===== src/sv/nnps_pkg.sv =====
// Shared types, constants and helpers for the nearest-neighbor pixel scatter unit.
package nnps_pkg;

  localparam int unsigned CFG_DIM_W   = 13;
  localparam int unsigned CFG_IDX_W   = 3;
  localparam int unsigned PIX_W       = 8;
  localparam int unsigned INDEX_W     = 24;
  localparam int unsigned DEF_MAX_DIM = 4096;
  localparam int unsigned S_DATA_W    = 4 * PIX_W;
  localparam int unsigned M_DATA_W    = INDEX_W + 4 * PIX_W;

  typedef enum logic [CFG_IDX_W-1:0] {
    REG_SRC_WIDTH  = 3'd0,
    REG_SRC_HEIGHT = 3'd1,
    REG_DST_WIDTH  = 3'd2,
    REG_DST_HEIGHT = 3'd3,
    REG_HAS_ALPHA  = 3'd4,
    REG_POW2_MODE  = 3'd5
  } cfg_reg_e;

  // Controller -> datapath
  typedef struct packed {
    logic load_dims;
    logic div_step;
    logic accept;
    logic row_base;
  } nnps_cmd_t;

  // Datapath -> controller
  typedef struct packed {
    logic cfg_wr;
    logic col_last;
    logic out_busy;
  } nnps_sts_t;

  // Coordinate width: enough for the clamped size, never above the register width.
  function automatic int unsigned dim_width(input int unsigned max_dim);
    int unsigned w;
    w = $clog2(max_dim + 1);
    return (w < CFG_DIM_W) ? w : CFG_DIM_W;
  endfunction

  // Largest power of two not above v (v >= 1).
  function automatic logic [CFG_DIM_W-1:0] floor_pow2(input logic [CFG_DIM_W-1:0] v);
    logic [CFG_DIM_W-1:0] p;
    p = CFG_DIM_W'(1);
    for (int i = 0; i < CFG_DIM_W; i++) begin
      if (v[i]) begin
        p = CFG_DIM_W'(1) << i;
      end
    end
    return p;
  endfunction

endpackage


===== src/sv/nnps_ctrl.sv =====
// Sequencer for the nearest-neighbor pixel scatter unit: step setup, pixel accept, row base.
module nnps_ctrl
  import nnps_pkg::*;
#(
  parameter int unsigned MAX_DIM = DEF_MAX_DIM
) (
  input  logic      clk_i,
  input  logic      rst_ni,
  input  nnps_sts_t sts_i,
  input  logic      step_row_i,
  output nnps_cmd_t cmd_o,
  output logic      s_axis_tready
);

  localparam int unsigned DIM_W = dim_width(MAX_DIM);
  localparam int unsigned CNT_W = (DIM_W > 1) ? $clog2(DIM_W) : 1;

  typedef enum logic [3:0] {
    ST_LOAD = 4'b0001,
    ST_DIV  = 4'b0010,
    ST_IDLE = 4'b0100,
    ST_ROWB = 4'b1000
  } state_e;

  state_e           state_q, state_d;
  logic [CNT_W-1:0] cnt_q, cnt_d;
  logic             take;

  assign take          = (state_q == ST_IDLE) && !sts_i.out_busy && !sts_i.cfg_wr;
  assign s_axis_tready = take;

  always_comb begin
    state_d        = state_q;
    cnt_d          = cnt_q;
    cmd_o          = '0;
    unique case (state_q)
      ST_LOAD: begin
        cmd_o.load_dims = 1'b1;
        cnt_d           = CNT_W'(DIM_W - 1);
        state_d         = ST_DIV;
      end
      ST_DIV: begin
        cmd_o.div_step = 1'b1;
        cnt_d          = cnt_q - CNT_W'(1);
        if (cnt_q == '0) begin
          state_d = ST_IDLE;
        end
      end
      ST_IDLE: begin
        // last pixel of a source row taken: rebuild the row base next
        if (step_row_i) begin
          state_d = ST_ROWB;
        end
      end
      ST_ROWB: begin
        cmd_o.row_base = 1'b1;
        state_d        = ST_IDLE;
      end
      default: state_d = ST_LOAD;
    endcase
    // datapath gates accept with the stream valid
    if (take) begin
      cmd_o.accept = 1'b1;
    end
    // any register write restarts the frame and redoes the step setup
    if (sts_i.cfg_wr) begin
      state_d = ST_LOAD;
    end
  end

  always_ff @(posedge clk_i or negedge rst_ni) begin
    if (!rst_ni) begin
      state_q <= ST_LOAD;
      cnt_q   <= '0;
    end else begin
      state_q <= state_d;
      cnt_q   <= cnt_d;
    end
  end

  // a column wrap rebuilds the row base in ST_ROWB
  logic unused_col_last;
  assign unused_col_last = sts_i.col_last;

endmodule


===== src/sv/nnps_dp.sv =====
// Datapath: config registers, step dividers, coordinate stepping and output register.
module nnps_dp
  import nnps_pkg::*;
#(
  parameter int unsigned MAX_DIM = DEF_MAX_DIM
) (
  input  logic                 clk_i,
  input  logic                 rst_ni,
  input  nnps_cmd_t            cmd_i,
  output nnps_sts_t            sts_o,
  output logic                 step_row_o,
  input  logic                 cfg_valid_i,
  input  logic [CFG_IDX_W-1:0] cfg_index_i,
  input  logic [CFG_DIM_W-1:0] cfg_data_i,
  input  logic                 s_axis_tvalid,
  input  logic [S_DATA_W-1:0]  s_axis_tdata,
  output logic                 m_axis_tvalid,
  input  logic                 m_axis_tready,
  output logic [M_DATA_W-1:0]  m_axis_tdata,
  output logic                 m_axis_tlast
);

  localparam int unsigned DIM_W = dim_width(MAX_DIM);

  // configuration
  logic [CFG_DIM_W-1:0] src_w_q, src_h_q, dst_w_q, dst_h_q;
  logic                 has_alpha_q, pow2_q;
  logic                 cfg_wr;

  // effective sizes, captured at setup
  logic [DIM_W-1:0] sw_q, sh_q, dw_q, dh_q;
  logic [DIM_W-1:0] sw_e, sh_e, dw_e, dh_e;

  // per-axis divider: quotient and remainder of dst/src
  logic [DIM_W-1:0] cq_q, cr_q, rq_q, rr_q;

  // frame position
  logic [DIM_W-1:0]   col_q, col_d, row_q, row_d;
  logic [DIM_W-1:0]   dcol_q, dcol_d, crem_q, crem_d;
  logic [DIM_W-1:0]   drow_q, drow_d, rrem_q, rrem_d;
  logic [INDEX_W-1:0] rbase_q;

  // output register
  logic                out_valid_q;
  logic [M_DATA_W-1:0] out_data_q;
  logic                out_last_q;

  logic accept;
  logic col_last, row_last;
  logic [DIM_W:0] csum, rsum;

  function automatic logic [DIM_W-1:0] clamp_dim(input logic [CFG_DIM_W-1:0] v);
    logic [DIM_W-1:0] r;
    if (v == '0) begin
      r = DIM_W'(1);
    end else if (32'(v) > 32'(MAX_DIM)) begin
      r = DIM_W'(MAX_DIM);
    end else begin
      r = DIM_W'(v);
    end
    return r;
  endfunction

  assign cfg_wr = cfg_valid_i && (cfg_index_i <= REG_POW2_MODE);

  always_comb begin
    sw_e = clamp_dim(src_w_q);
    sh_e = clamp_dim(src_h_q);
    if (pow2_q) begin
      dw_e = DIM_W'(floor_pow2(CFG_DIM_W'(sw_e)));
      dh_e = DIM_W'(floor_pow2(CFG_DIM_W'(sh_e)));
    end else begin
      dw_e = clamp_dim(dst_w_q);
      dh_e = clamp_dim(dst_h_q);
    end
  end

  // restoring division step: quotient bits shift in where dividend bits leave
  function automatic logic [2*DIM_W-1:0] div_step(input logic [DIM_W-1:0] rem,
                                                  input logic [DIM_W-1:0] quo,
                                                  input logic [DIM_W-1:0] dvs);
    logic [DIM_W:0]   trial;
    logic [DIM_W-1:0] r;
    logic             b;
    trial = {rem, quo[DIM_W-1]};
    b     = (trial >= {1'b0, dvs});
    r     = b ? DIM_W'(trial - {1'b0, dvs}) : DIM_W'(trial);
    return {r, quo[DIM_W-2:0], b};
  endfunction

  assign accept   = cmd_i.accept && s_axis_tvalid;
  assign col_last = (col_q == sw_q - DIM_W'(1));
  assign row_last = (row_q == sh_q - DIM_W'(1));
  assign csum     = {1'b0, crem_q} + {1'b0, cr_q};
  assign rsum     = {1'b0, rrem_q} + {1'b0, rr_q};

  always_comb begin
    col_d  = col_q;
    row_d  = row_q;
    dcol_d = dcol_q;
    crem_d = crem_q;
    drow_d = drow_q;
    rrem_d = rrem_q;
    if (accept) begin
      if (col_last) begin
        col_d  = '0;
        dcol_d = '0;
        crem_d = '0;
        if (row_last) begin
          row_d  = '0;
          drow_d = '0;
          rrem_d = '0;
        end else begin
          row_d = row_q + DIM_W'(1);
          if (rsum >= {1'b0, sh_q}) begin
            rrem_d = DIM_W'(rsum - {1'b0, sh_q});
            drow_d = drow_q + rq_q + DIM_W'(1);
          end else begin
            rrem_d = DIM_W'(rsum);
            drow_d = drow_q + rq_q;
          end
        end
      end else begin
        col_d = col_q + DIM_W'(1);
        if (csum >= {1'b0, sw_q}) begin
          crem_d = DIM_W'(csum - {1'b0, sw_q});
          dcol_d = dcol_q + cq_q + DIM_W'(1);
        end else begin
          crem_d = DIM_W'(csum);
          dcol_d = dcol_q + cq_q;
        end
      end
    end
  end

  always_ff @(posedge clk_i or negedge rst_ni) begin
    if (!rst_ni) begin
      src_w_q     <= CFG_DIM_W'(1);
      src_h_q     <= CFG_DIM_W'(1);
      dst_w_q     <= CFG_DIM_W'(1);
      dst_h_q     <= CFG_DIM_W'(1);
      has_alpha_q <= 1'b0;
      pow2_q      <= 1'b0;
      col_q       <= '0;
      row_q       <= '0;
      dcol_q      <= '0;
      crem_q      <= '0;
      drow_q      <= '0;
      rrem_q      <= '0;
      rbase_q     <= '0;
      out_valid_q <= 1'b0;
    end else begin
      if (cfg_wr) begin
        unique case (cfg_index_i)
          REG_SRC_WIDTH:  src_w_q     <= cfg_data_i;
          REG_SRC_HEIGHT: src_h_q     <= cfg_data_i;
          REG_DST_WIDTH:  dst_w_q     <= cfg_data_i;
          REG_DST_HEIGHT: dst_h_q     <= cfg_data_i;
          REG_HAS_ALPHA:  has_alpha_q <= cfg_data_i[0];
          REG_POW2_MODE:  pow2_q      <= cfg_data_i[0];
          default:        has_alpha_q <= has_alpha_q;
        endcase
        col_q   <= '0;
        row_q   <= '0;
        dcol_q  <= '0;
        crem_q  <= '0;
        drow_q  <= '0;
        rrem_q  <= '0;
        rbase_q <= '0;
      end else begin
        col_q  <= col_d;
        row_q  <= row_d;
        dcol_q <= dcol_d;
        crem_q <= crem_d;
        drow_q <= drow_d;
        rrem_q <= rrem_d;
        if (cmd_i.row_base) begin
          rbase_q <= INDEX_W'(drow_q) * INDEX_W'(dw_q);
        end
      end
      if (accept) begin
        out_valid_q <= 1'b1;
      end else if (m_axis_tready) begin
        out_valid_q <= 1'b0;
      end
    end
  end

  always_ff @(posedge clk_i) begin
    if (cmd_i.load_dims) begin
      sw_q <= sw_e;
      sh_q <= sh_e;
      dw_q <= dw_e;
      dh_q <= dh_e;
      cr_q <= '0;
      cq_q <= dw_e;
      rr_q <= '0;
      rq_q <= dh_e;
    end else if (cmd_i.div_step) begin
      {cr_q, cq_q} <= div_step(cr_q, cq_q, sw_q);
      {rr_q, rq_q} <= div_step(rr_q, rq_q, sh_q);
    end
    if (accept) begin
      out_data_q <= {has_alpha_q ? s_axis_tdata[4*PIX_W-1:3*PIX_W] : PIX_W'(0),
                     s_axis_tdata[3*PIX_W-1:0],
                     rbase_q + INDEX_W'(dcol_q)};
      out_last_q <= col_last && row_last;
    end
  end

  assign m_axis_tvalid = out_valid_q;
  assign m_axis_tdata  = out_data_q;
  assign m_axis_tlast  = out_last_q;

  assign step_row_o     = accept && col_last;
  assign sts_o.cfg_wr   = cfg_wr;
  assign sts_o.col_last = col_last;
  assign sts_o.out_busy = out_valid_q && !m_axis_tready;

  // dh only seeds the row divider
  logic unused_dh;
  assign unused_dh = ^dh_q;

endmodule


===== src/sv/nearest_neighbor_pixel_scatter_unit.sv =====
// Nearest-neighbor pixel scatter unit: maps each source pixel to its destination index.
//
// Source pixels come in row-major order, one RGBA beat each, and each leaves as one beat
// carrying floor(dw*col/sw) + floor(dh*row/sh)*dw and the channels (alpha zeroed when
// alpha is off); tlast marks the last pixel of the frame. Coordinates are stepped by
// adding a precomputed quotient and remainder per pixel, and after the last pixel of
// each source row the unit takes no pixel while the row base dest_row*dw goes
// through the multiplier. After reset and after every register write the unit divides
// dst by src sizes with a restoring divider, one bit a cycle, before it takes the first
// pixel; any write restarts the frame.
module nearest_neighbor_pixel_scatter_unit
  import nnps_pkg::*;
#(
  parameter int unsigned MAX_DIM = DEF_MAX_DIM
) (
  input  logic                 clk_i,
  input  logic                 rst_ni,
  // config write: index 0 src_width, 1 src_height, 2 dst_width, 3 dst_height,
  // 4 has_alpha, 5 pow2_mode
  input  logic                 cfg_valid_i,
  output logic                 cfg_ready_o,
  input  logic [CFG_IDX_W-1:0] cfg_index_i,
  input  logic [CFG_DIM_W-1:0] cfg_data_i,
  input  logic                 s_axis_tvalid,
  output logic                 s_axis_tready,
  input  logic [S_DATA_W-1:0]  s_axis_tdata,   // red, green, blue, alpha
  output logic                 m_axis_tvalid,
  input  logic                 m_axis_tready,
  output logic [M_DATA_W-1:0]  m_axis_tdata,   // dest_index, out_red, out_green,
                                               // out_blue, out_alpha
  output logic                 m_axis_tlast    // frame_end
);

  nnps_cmd_t cmd;
  nnps_sts_t sts;
  logic      step_row;

  assign cfg_ready_o = 1'b1;

  nnps_ctrl #(
    .MAX_DIM(MAX_DIM)
  ) u_ctrl (
    .clk_i        (clk_i),
    .rst_ni       (rst_ni),
    .sts_i        (sts),
    .step_row_i   (step_row),
    .cmd_o        (cmd),
    .s_axis_tready(s_axis_tready)
  );

  nnps_dp #(
    .MAX_DIM(MAX_DIM)
  ) u_dp (
    .clk_i        (clk_i),
    .rst_ni       (rst_ni),
    .cmd_i        (cmd),
    .sts_o        (sts),
    .step_row_o   (step_row),
    .cfg_valid_i  (cfg_valid_i),
    .cfg_index_i  (cfg_index_i),
    .cfg_data_i   (cfg_data_i),
    .s_axis_tvalid(s_axis_tvalid),
    .s_axis_tdata (s_axis_tdata),
    .m_axis_tvalid(m_axis_tvalid),
    .m_axis_tready(m_axis_tready),
    .m_axis_tdata (m_axis_tdata),
    .m_axis_tlast (m_axis_tlast)
  );

endmodule

===== config.mk =====
export PLATFORM = sky130hd
export DESIGN_NAME = nearest_neighbor_pixel_scatter_unit
export DESIGN_NICKNAME = d
export VERILOG_FILES = /design/src/sv/nnps_pkg.sv /design/src/sv/nnps_ctrl.sv /design/src/sv/nnps_dp.sv /design/src/sv/nearest_neighbor_pixel_scatter_unit.sv
export SDC_FILE = /design/constraint.sdc
export NUM_CORES = 1
export LEC_CHECK = 0
export BUFFER_PORTS_ARGS = -buffer_cell sky130_fd_sc_hd__buf_2
export CAP_MARGIN = 20
export CORE_MARGIN = 4
export CORE_UTILIZATION = 35
export DETAILED_ROUTE_END_ITERATION = 10
export GPL_TIMING_DRIVEN = 0
export PLACE_DENSITY = 0.62
export SETUP_SLACK_MARGIN = 0.5
export SYNTH_ARGS = -nofsm -noshare
export SYNTH_HDL_FRONTEND = slang
export SYNTH_HIERARCHICAL = 1
export SYNTH_SLANG_ARGS = --single-unit

===== constraint.sdc =====
create_clock -name clk_i -period 6.3 [get_ports clk_i]
set_input_delay 0.63 -clock clk_i [delete_from_list [all_inputs] [get_ports clk_i]]
set_output_delay 0.63 -clock clk_i [all_outputs]
set_load 0.05 [all_outputs]

### Word level (Yosys, flattened, before mapping)

Index checks and enable logic that the tools add are counted.

| word-level totals | value |
|---|---|
| bits in registers | 313 |
| logic and storage cells | 175 |

| operators by class | value |
|---|---|
| add/sub/neg operators | 16 |
| $mul | 1 |
| order comparisons | 9 |
| equality and inequality tests | 13 |
| multiplexer cells | 78 |
| reductions and logical operators | 30 |

Operator list:

| operator | count |
|---|---|
| 2-to-1 mux 13 bit | 43 |
| >= comparator 14 x 13 -> 1 bit | 4 |
| adder 13 x 1 -> 13 bit (second input constant) | 4 |
| > comparator 13 bit (second input constant) | 4 |
| zero test 13 bit | 4 |
| subtractor 13 bit | 4 |
| 2-to-1 mux 24 bit | 2 |
| adder 13 x 13 -> 14 bit | 2 |
| adder 13 bit | 2 |
| == test 13 bit | 2 |
| subtractor 13 x 1 -> 13 bit (second input constant) | 2 |
| adder 24 x 13 -> 24 bit | 1 |
| multiplier 13 x 13 -> 24 bit | 1 |
| 2-to-1 mux 12 bit | 2 |
| 2-to-1 mux 11 bit | 2 |
| 2-to-1 mux 10 bit | 2 |
| 2-to-1 mux 4 bit | 5 |
| 2-to-1 mux 9 bit | 2 |
| 2-to-1 mux 8 bit | 2 |
| case mux 4 bit (4 select lines) | 1 |
| AND reduction 2 bit | 8 |
| 2-to-1 mux 7 bit | 2 |
| 2-to-1 mux 6 bit | 2 |
| nonzero test 2 bit | 6 |
| other kinds (20) | 38 |

### Longest topological paths before layout

| depth | value |
|---|---|
| word-level depth | 17 |
| mapped depth | 22 |
| gate-level depth less buffers | 21 |

### By module

Netlist, hierarchy kept.

By module, submodules not included:

| module | times used | cells an instance | area an instance (µm²) | seq. area each (µm²) |
|---|---|---|---|---|
| nnps_dp | 1 | 2510 | 24180.7 | 8117.8 |
| nnps_ctrl | 1 | 38 | 426.7 | 201.4 |
| nearest_neighbor_pixel_scatter_unit | 1 | 2 | 11.3 | 0.0 |

### Worst setup path before layout

No wires, ideal clock.

| path | value |
|---|---|
| kind | flip-flop to flip-flop |
| start | register u_dp.drow_q[8] |
| end | register u_dp.rbase_q[22] |
| setup time | 0.120 ns |
| arrival time | 5.410 ns |
| required time | 6.180 ns |
| path slack | 0.770 ns |
| cell stages (with the launch flop) | 22 |
| path buffers | 1 |
| period minus slack after synthesis | 5.530 ns |
| cell sequence | dfrtp_1 -> clkbuf_1 -> and2_1 -> fa_1 -> inv_1 -> fa_1 -> inv_1 -> fa_1 -> fa_1 -> inv_1 -> fa_1 -> inv_1 -> ha_1 -> a21o_1 -> a21o_1 -> a21o_1 -> a31oi_1 -> nor2_1 -> o31a_1 -> o41ai_1 -> mux2i_1 -> nor2_1 |

| on the way | value |
|---|---|
| cells in the longest elaborated chain, start to end | 3 |

Ends and longest elaborated chain:

| item | RTL line | text |
|---|---|---|
| start, declared | nnps_dp.sv:40 | `logic [DIM_W-1:0] drow_q, drow_d, rrem_q, rrem_d;` |
| start signal, assigned | nnps_dp.sv:175 | `drow_q <= drow_d;` |
| multiplier 13 x 13 -> 24 bit | nnps_dp.sv:178 | `rbase_q <= INDEX_W'(drow_q) * INDEX_W'(dw_q);` |
| 2-to-1 mux 24 bit | nnps_dp.sv:177 | `if (cmd_i.row_base) begin` |
| 2-to-1 mux 24 bit | nnps_dp.sv:153 | `if (cfg_wr) begin` |
| end signal, assigned | nnps_dp.sv:178 |  |
| end, declared | nnps_dp.sv:41 | `logic [INDEX_W-1:0] rbase_q;` |

Every way passes these cells. The select of a mux whose other input is x is not followed.
A chain may end at the register's enable or synchronous reset.

### Final worst setup path

| path | value |
|---|---|
| start | register u_dp.dw_q[12] |
| end | register u_dp.rbase_q[23] |

| on the way | value |
|---|---|
| cells in the longest elaborated chain, start to end | 3 |

Ends and longest elaborated chain:

| item | RTL line | text |
|---|---|---|
| start, declared | nnps_dp.sv:31 | `logic [DIM_W-1:0] sw_q, sh_q, dw_q, dh_q;` |
| start signal, assigned | nnps_dp.sv:193 | `dw_q <= dw_e;` |
| multiplier 13 x 13 -> 24 bit | nnps_dp.sv:178 |  |
| 2-to-1 mux 24 bit | nnps_dp.sv:177 |  |
| 2-to-1 mux 24 bit | nnps_dp.sv:153 |  |

Every way passes these cells. The select of a mux whose other input is x is not followed.

==> metrics.md <==
| Metric | Value |
|---|---|
| Status | `finished, final reports clean` |
| Leakage power | `between 10 and 15 nW` |
| Max Slew Vio Count | `0` |
| CTS Buf Count | `39` |
| Arr. time, crit path | `between 6000 and 7000 ps` |
| Post-route clock period utilization | `88.8%` |
| Core area | `approximately 0.07 mm^2` |
| Switch share | `between 40% and 50%` |
| Internal | `6.34 mW` |
| DR vias/cell | `approximately 5` |
| I/O Buffers | `~110` |
| Vias in the first global route | `18500` |
| Die Wd | `273 um` |
| CP cell instances | `clkbuf_4, and2_1, fa_1, fa_1, fa_1, fa_1, inv_1, fa_1, inv_1, ha_1, a21o_1, a21o_1, a21o_1, nand2_1, o2111ai_1, o211ai_1, o21ai_0, xnor2_1, a21oi_1` |
| Area of the mapped netlist | `approximately 0.025 mm^2` |
| Final ANT Viol Nets | `0` |
| Antenna violations before repair | `2` |
| CTS tree | `done` |
| Hold Buf Count CTS | `0` |
| Final hold viol count | `0` |
| Clk sink count | `roughly 310` |
| CTS clk-pin slew, worst paths | `about 60 ps` |
| Placer Congestion | `between 0.8 and 0.9` |
| Fin nets | `between 3000 and 4000` |
| Post-Layout Cell Count | `~3700` |
| Commonest non-fill, non-tap cells in the layout | `241 x inv_1, 216 x nand2_1, 182 x ha_1` |
| Critical path data required time | `6720 ps` |
| Syn-to-layout area delta | `14.3%` |
| Tmin final | `5600 ps` |
| Pwr dens | `roughly 390 mW/mm^2` |
| Worst setup EP type | `register` |
| Slew margin rel. | `31.8%` |
| Slowest CP cell | `fa_1` |
| Psw | `4.56 mW` |
| Initial DRC Count | `1177` |
| Crit path top cell by count | `fa_1` |
| Worst hold slack | `about 60 ps` |
| Final setup vio count | `0` |
| Clk Tree Root Cell | `clkbuf_16` |
| Vias | `about 19000` |
| DRC | `0` |
| Gr ovfl total | `0` |
| CP Max Fanout | `10` |
| Maxcap violations | `0` |
| Total power | `about 11 mW` |
| Fmax | `179 MHz` |
| Startpoint Class | `register` |
| Max reg flops | `56` |
| Sequential share of power | `29.5%` |
| Clk buf depth | `3` |
| Die H | `273 um` |
| Final WL | `between 60000 and 70000 um` |
| Logic pwr share | `between 40% and 50%` |
| Yosys warnings | `6` |
| Global-route wire length before repair | `103000 um` |
| Final setup skew | `about 18 ps` |
| RSZ-0062 raised after global routing | `false` |
| Initial core utilization | `35.6%` |
| Worst-margin pin slew | `about 1000 ps` |
| Largest net degree at the start of global routing | `100` |
| Worst path bufs/invs | `3` |
| IO Pins | `between 100 and 150` |
| Avg Inst Size Synth | `9.66 um^2` |
| Syn nets | `around 2900` |
| Commonest non-fill, non-tap cell in the layout | `inv_1` |
| Crit-path leading delay family | `adder cells` |
| Die area | `between 0.07 and 0.08 mm^2` |
| Avg WL per Cell | `17.4 um` |
| GRT Util Overall | `between 15 and 20%` |
| Pre-antenna DRT Iters | `5` |
| Worst skew pair latency | `about 560 ps` |
| Max IR drop VDD | `0.000215 V` |
| Clock power frac | `a little over a fifth` |
| Layout cells sized above 1 | `12.9%` |
| Dpl hpwl | `about 50000 um` |
| Worst path max stage delay | `between 500 and 600 ps` |
| H-tree Lvls | `2` |
| # rows | `96` |
| Crit Path Category | `reg2reg` |
| Placed cells | `roughly 3600` |
| Mapped Cells | `between 2000 and 3000` |
| HP Class | `in2async` |
## stage by stage
stage	area (um^2)	setup TNS [ps]	worst slack [ps]	utilization, %
6_report	28100	0	702	40.6
5_1_grt	28100	0	504	40.6
4_1_cts	28000	0	502	40.4
3_5_place_dp	26400	-157	-157	38.2
3_3_place_gp	26300	-165	-165	38.1
2_1_floorplan	24600	0	770	-
## metal layers
| metal | track usage, % | routed length, um | vias to the layer above |
|---|---|---|---|
| met5 | 0 | 0 | - |
| met4 | 4.93 | 1830 | 0 |
| met3 | 1.86 | 2630 | 98 |
| met2 | 27.5 | 29300 | 380 |
| met1 | 24.6 | 30400 | 9211 |
| li1 | - | - | 9256 |
## what timing repair did
| item | in CTS | in global routing |
|---|---|---|
| setup buffers | 6 | 10 |
| pin swaps | 1 | 4 |
| gates resized for setup | 53 | 37 |
| setup endpoints to repair | 7 | 3 |
## power by group through the flow
stage          clock [mW]  sequential (mW)  combinational [mW]
2_1_floorplan           0             3.01                4.04
3_3_place_gp            0             3.28                5.10
3_5_place_dp            0             3.26                5.18
4_1_cts              2.41             3.21                5.30
5_1_grt              2.49             3.27                6.00
6_report             2.35             3.22                5.34
## worst paths after layout
path / start / endpoint / slack [ps] / depth (start not counted)
worst max-delay path: u_dp/dw_q[12] / u_dp/rbase_q[23] / 700 / 19
worst min-delay path: rst_ni / u_dp/rrem_q[7] / 60 / 1
worst max register to register: u_dp/dw_q[12] / u_dp/rbase_q[23] / 700 / 19
worst min register to register: u_ctrl/cnt_q[3] / u_ctrl/cnt_q[3] / 480 / 1
max in group asynchronous: rst_ni / u_dp/rbase_q[15] / 5300 / 2
min in group clk_i: s_axis_tdata[13] / u_dp/m_axis_tdata[37] / 250 / 1
## cell type report
type,instances,area (um^2)
multi-input combinational,1900,15000
antenna,1,2.50
inverter,243,912
sequential,313,8330
clock inverter,20,231
clock buffer,52,1130
fill,6940,41100
buffer,93,522
timing repair buffer,135,786
tap,931,1160
## worst reg2reg max path, stage by stage (launching register included)
cell and delay, ps:
edfxtp_1 480, clkbuf_4 250, and2_1 170, fa_1 500, fa_1 520, fa_1 530, fa_1 550, inv_1 50
fa_1 520, inv_1 50, ha_1 360, a21o_1 180, a21o_1 170, a21o_1 200, nand2_1 90, o2111ai_1 120
o211ai_1 180, o21ai_0 160, xnor2_1 270, a21oi_1 100
Note: power is estimated with default switching activity, not from simulation.
